`config.mk`:
```
export PLATFORM = sky130hd
export DESIGN_NAME = ursf_ctrl
export DESIGN_NICKNAME = d
export VERILOG_FILES = /design/src/hw/rtl/uart_rx_status_fifo_top_macros.svh /design/src/hw/rtl/ursf_pkg.sv /design/src/hw/rtl/ursf_ctrl.sv
export SDC_FILE = /design/constraint.sdc
export NUM_CORES = 1
export LEC_CHECK = 0
export BUFFER_PORTS_ARGS = -buffer_cell sky130_fd_sc_hd__buf_4
export CORE_AREA = 2 2 39 41
export DETAILED_ROUTE_END_ITERATION = 7
export DIE_AREA = 0 0 41 43
export GPL_TIMING_DRIVEN = 0
export PLACE_DENSITY_LB_ADDON = 0.3
export SYNTH_ARGS = -nofsm -noshare
export SYNTH_HDL_FRONTEND = slang
export SYNTH_SLANG_ARGS = --single-unit
```
`constraint.sdc`:
```
create_clock -name i_clk -period 1.1 [get_ports i_clk]
set_input_delay 0.22 -clock i_clk [delete_from_list [all_inputs] [get_ports i_clk]]
set_output_delay 0.22 -clock i_clk [all_outputs]
set_load 0.02 [all_outputs]
```
`src/hw/rtl/uart_rx_status_fifo_top_macros.svh`:
```
// Assertion macros shared by the receive status FIFO RTL.
// Included by the top level; the macros expect i_clk and i_rst_n in scope.
`ifndef UART_RX_STATUS_FIFO_TOP_MACROS_SVH
`define UART_RX_STATUS_FIFO_TOP_MACROS_SVH
`ifndef ASSERT_OFF
`define URSF_ASSERT(lbl, prop, msg) \
    lbl: assert property (@(posedge i_clk) disable iff (!i_rst_n) prop) else $error(msg);
`define URSF_ASSERT_NEVER(lbl, expr, msg) \
    lbl: assert property (@(posedge i_clk) disable iff (!i_rst_n) !(expr)) else $error(msg);
`else
`define URSF_ASSERT(lbl, prop, msg)
`define URSF_ASSERT_NEVER(lbl, expr, msg)
`endif
`endif

```
`src/hw/rtl/ursf_pkg.sv`:
```
// Package for the receive status FIFO: sizes, codes, structs and helpers.
// Has no dependencies; the top level, ursf_out_if, ursf_ctrl and ursf_dp use it.
`default_nettype none
package ursf_pkg;
    localparam int DEPTH  = 1024;
    localparam int ADDR_W = $clog2(DEPTH);
    localparam int CNT_W  = $clog2(DEPTH + 1);
    localparam int ST_W   = 5;
    localparam int WORD_W = 8 + ST_W;

    localparam logic [CNT_W-1:0]  DEPTH_CNT = CNT_W'(DEPTH);
    localparam logic [ADDR_W-1:0] ADDR_LAST = ADDR_W'(DEPTH - 1);

    localparam logic [1:0] OP_RECEIVE = 2'd0;
    localparam logic [1:0] OP_READ    = 2'd1;
    localparam logic [1:0] OP_CLEAR   = 2'd2;
    localparam logic [1:0] OP_QUERY   = 2'd3;

    localparam logic [2:0] ERR_OK       = 3'd0;
    localparam logic [2:0] ERR_OVERFLOW = 3'd1;
    localparam logic [2:0] ERR_OVERRUN  = 3'd2;
    localparam logic [2:0] ERR_BREAK    = 3'd3;
    localparam logic [2:0] ERR_FRAMING  = 3'd4;
    localparam logic [2:0] ERR_PARITY   = 3'd5;

    localparam int ST_PAR = 0;
    localparam int ST_OVR = 1;
    localparam int ST_FRM = 2;
    localparam int ST_BRK = 3;
    localparam int ST_OVF = 4;

    typedef struct packed {
        logic take;
        logic exec;
        logic rd_issue;
        logic rd_commit;
    } t_dp_cmd;

    typedef struct packed {
        logic rd_hit;
    } t_dp_stat;

    typedef struct packed {
        logic             read_valid;
        logic [7:0]       read_data;
        logic [2:0]       error_code;
        logic             status_parity;
        logic             status_overrun;
        logic             status_framing;
        logic             status_break;
        logic [CNT_W-1:0] fill_count;
        logic [CNT_W-1:0] end_count;
    } t_result;

    function automatic logic [ADDR_W-1:0] next_idx(input logic [ADDR_W-1:0] idx);
        logic [ADDR_W-1:0] nxt;
        nxt = (idx == ADDR_LAST) ? '0 : idx + ADDR_W'(1);
        return nxt;
    endfunction

    function automatic logic [2:0] code_of(input logic [ST_W-1:0] st);
        logic [2:0] code;
        if (st[ST_OVF]) begin
            code = ERR_OVERFLOW;
        end else if (st[ST_OVR]) begin
            code = ERR_OVERRUN;
        end else if (st[ST_BRK]) begin
            code = ERR_BREAK;
        end else if (st[ST_FRM]) begin
            code = ERR_FRAMING;
        end else if (st[ST_PAR]) begin
            code = ERR_PARITY;
        end else begin
            code = ERR_OK;
        end
        return code;
    endfunction
endpackage
`default_nettype wire

```
`src/hw/rtl/ursf_ctrl.sv`:
```
// Controller state machine of the receive status FIFO.
// Uses ursf_pkg for the command and status structs.
`default_nettype none
module ursf_ctrl (
    input  wire logic               i_clk,
    input  wire logic               i_rst_n,
    input  wire logic               i_in_valid,
    output logic                    o_in_ready,
    input  wire logic               i_out_ready,
    output logic                    o_out_valid,
    input  wire ursf_pkg::t_dp_stat i_stat,
    output ursf_pkg::t_dp_cmd       o_cmd
);
    localparam logic [1:0] ST_IDLE  = 2'd0;
    localparam logic [1:0] ST_EXEC  = 2'd1;
    localparam logic [1:0] ST_RDATA = 2'd2;

    logic [1:0]        r_state;
    logic [1:0]        n_state;
    logic              r_out_valid;
    logic              n_out_valid;
    logic              slot_free;
    ursf_pkg::t_dp_cmd cmd;

    assign slot_free = !r_out_valid || i_out_ready;

    always_comb begin
        n_state = r_state;
        cmd     = '0;
        case (r_state)
            ST_IDLE: begin
                if (i_in_valid) begin
                    cmd.take = 1'b1;
                    n_state  = ST_EXEC;
                end
            end
            ST_EXEC: begin
                if (i_stat.rd_hit) begin
                    cmd.rd_issue = 1'b1;
                    n_state      = ST_RDATA;
                end else if (slot_free) begin
                    cmd.exec = 1'b1;
                    n_state  = ST_IDLE;
                end
            end
            ST_RDATA: begin
                if (slot_free) begin
                    cmd.rd_commit = 1'b1;
                    n_state       = ST_IDLE;
                end
            end
            default: begin
                n_state = ST_IDLE;
            end
        endcase
        if (cmd.exec || cmd.rd_commit) begin
            n_out_valid = 1'b1;
        end else if (i_out_ready) begin
            n_out_valid = 1'b0;
        end else begin
            n_out_valid = r_out_valid;
        end
    end

    always_ff @(posedge i_clk) begin
        if (!i_rst_n) begin
            r_state     <= ST_IDLE;
            r_out_valid <= 1'b0;
        end else begin
            r_state     <= n_state;
            r_out_valid <= n_out_valid;
        end
    end

    assign o_in_ready  = (r_state == ST_IDLE);
    assign o_out_valid = r_out_valid;
    assign o_cmd       = cmd;
endmodule
`default_nettype wire

```
==> reports/results.md <==
| Result | Reported |
| --- | --- |
| Outcome | complete, but fails checks |
| Violations in the final reports | negative setup slack |
| NumNets Final | 40 |
| Number of fill cells in the layout | 152 |
| Leading area contributor after synthesis | dfxtp_1 |
| Pin count of the biggest net entering global routing | 8 |
| Met3 usage in global routing | 0.0628 |
| Kind of cell with the highest combined delay on the critical path | flip-flops |
| Kind of end point of the critical path | output pin |
| Area of the die | 0.00176 mm^2 |
| Switch share | 0.241 |
| 1st-pass router iterations | 2 |
| Sequential share of power | 0.298 |
| Clk_skew | 1.83 ps |
| Yosys warnings | 0 |
| DRC marker count from the first detailed-route iteration | 1 |
| Gr usage total | 0.0623 |
| Count of mapped cells out of synthesis | 18 |
| Cts bufs inserted | 3 |
| Clock latency at the later pin of the worst-skew pair | 230 ps |
| Boundary Pins | 11 |
| Place WS | -41.8 ps |
| Count of endpoints failing hold in the final timing report | 0 |
| Number of distinct standard cells referenced by the synthesized netlist | 12 |
| Count of buffers inserted at the top-level ports | 10 |
| Wire length per cell after detailed routing | 8.80 um |
| Max-slew headroom | 0.900 |
| Net switching power of the design | 96.7 uW |
| Met2 usage | 0.0875 |
| Portion of the clock cycle consumed by the worst path in the final layout | 1.17 |
| Met1 Usage GRT | 0.0613 |
| Slowest CP cell | dfxtp_4 |
| Max frequency | 779 MHz |
| Area inside the core boundary | 0.00138 mm^2 |
| Worst endpoint required time | 880 ps |
| Wire length of the first global-routing pass | 669 um |
| Fraction of final layout cells sized beyond drive strength 1 | 0.706 |
| Critical Path Max Stage Delay | 350 ps |
| Sort of element at the start of the critical path | register |
| Final ANT Viol Nets | 0 |
| Setup-failing EPs final | 5 |
| Syn avg cell area | 9.66 um^2 |
| Power density cells | 1090 mW/mm^2 |
| Path type of the worst min-delay path | input port to register |
| Total number of placement rows | 14 |
| Maximum fanout encountered on the critical timing path | 6 |
| Area share of the largest cell type after synthesis | 0.345 |
| RD Place Congestion | 0.669 |
| Number of buffer and inverter stages on the critical path | 2 |
| Sink Count | 3 |
| Internal Dissipation | 304 uW |
| Number of antenna diodes | 0 |
| Routed wire length | 440 um |
| Final critical-path setup slack | -183 ps |
| DRC violation count after routing | 0 |
| Die width | 41 um |
| Number of global-route vias before repair | 179 |
| Actual slew at the worst max-slew pin | 150 ps |
| Overflow left after global routing | 0 |
| Root cell of the clock tree | clkbuf_4 |
| Clock tree from TritonCTS | done |
| Total vias in the final route | 185 |
| Max Cap Violations | 0 |
| Net count of the mapped netlist | 23 |
| H-tree lvl count | 1 |
| Synthesis-stage register bit count | 3 |
| Cell-by-cell listing of the critical path | buf_4, nor2_4, and2_4, buf_6 |
| Vert. Die Dim | 43 um |
| Clock Power Share | 0.466 |
| Top cells by area in the synthesized netlist | dfxtp_1 (35%), nor2b_1 (14%), and4bb_1 (7.2%) |
| Count of hold-fix buffers inserted at cts | 0 |
| Share of the yosys chip area belonging to registers | 0.345 |
| Clock transition time at the flip-flop clock pins of the worst setup and hold paths | 40 ps |
| Leakage power | 0.159 nW |
| Worst setup path category | register to output pin |
| Via density per instance | 3.70 |
| Largest voltage drop on the vdd net | 0.408 mV |
| Most heavily used metal layer in global routing | met2 |
| Final Max Tran Viols | 0 |
| Total design power | 401 uW |
| Effective utilization at floorplan | 0.126 |
| Area grow syn2layout | 112% |
| Share of total power in combinational logic | 0.236 |
| Post-Syn Area | 174 um^2 |
| Longest Clk Path Bufs | 2 |
| Data arrival time of the critical path | 1060 ps |
| Unrepaired setup endpoints after global routing | yes |
| Antenna violations before repair | 0 |
| Min cycle time layout | 1280 ps |
[synthesized netlist by cell type, drive strengths merged]
cell and count:
nand2b 2, o31a 1, nor2b 4, nand4bb 1
a21oi 1, o21a 1, nor2 1, and3b 1
dfxtp 3, and4bb 1, and2 1, nor3b 1
[power groups by stage]
stage	sequential, mW	combinational, mW	clock (mW)
final	0.120	0.0945	0.187
after floorplan	0.124	0.0336	0
after global placement	0.123	0.0692	0
after global routing	0.121	0.100	0.207
after CTS	0.120	0.0894	0.197
after detailed placement	0.123	0.0695	0
[area by class of cell]
type | count | area (um^2) | share of cell area
clock buffers | 4 | 26.3 | 0.0714
multi-input cells | 15 | 149 | 0.405
flip-flops and latches | 3 | 67.6 | 0.184
well taps | 16 | 20.0 | 0.0544
repair buffers | 12 | 105 | 0.286
[worst paths after layout]
path	start	endpoint	slack, ps	cells past startpoint
setup reg to reg	r_state[0]	r_state[1]	130	3
hold reg to reg	o_out_valid	r_state[0]	540	2
setup / recovery	r_state[0]	o_cmd[3]	-180	4
hold / removal	i_rst_n	r_state[1]	220	2
[per-stage QoR]
| step | util | cell area (um^2) | hold WS (ps) | setup TNS, ps | std cells |
|---|---|---|---|---|---|
| final | 0.266 | 368 | 220 | -748 | 50 |
| after global routing | 0.266 | 368 | 219 | -994 | 50 |
| after CTS | 0.258 | 357 | 213 | -748 | 49 |
| after detailed placement | 0.198 | 274 | 453 | -41.8 | 44 |
| after global placement | 0.198 | 274 | 464 | -32.4 | 44 |
| after floorplan | - | 179 | 337 | -11.2 | 18 |
[cell families after synthesis]
group	count (synthesis)	synth area share
flops	3	0.345
compound gates	3	0.122
simple gates	12	0.532
[layer usage]
metal  vias up  wire, um
li1         96         -
met1        84       160
met2         5       245
met3         0        34
met4         0         0
met5         -         0
[sequential cells by signal, summed over array words and instances, names as in the netlist]
name and count:
o_out_valid 1, r_state 2
[placed cells by master, fill, tap and decap left out]
| master | instances |
|---|---|
| buf_4 | 8 |
| buf_6 | 4 |
| clkbuf_4 | 3 |
| nor2b_4 | 2 |
| nand2b_1 | 2 |
| dfxtp_4 | 2 |
| nor2_4 | 1 |
| and3b_2 | 1 |
| nor3b_4 | 1 |
| nor2b_2 | 1 |
| nor2b_1 | 1 |
| and2_4 | 1 |
| and4bb_1 | 1 |
| o21a_1 | 1 |
| o31a_1 | 1 |
| nand4bb_1 | 1 |
| a21oi_1 | 1 |
| clkbuf_1 | 1 |
| dfxtp_1 | 1 |
[timing repair]
item / CTS / global route
buffers inserted: 1 / 1
gates resized for setup: 15 / 1
pin swaps: 2 / 1
endpoints found under the setup margin: 4 / 5
Power figures use the tool's default switching activity.
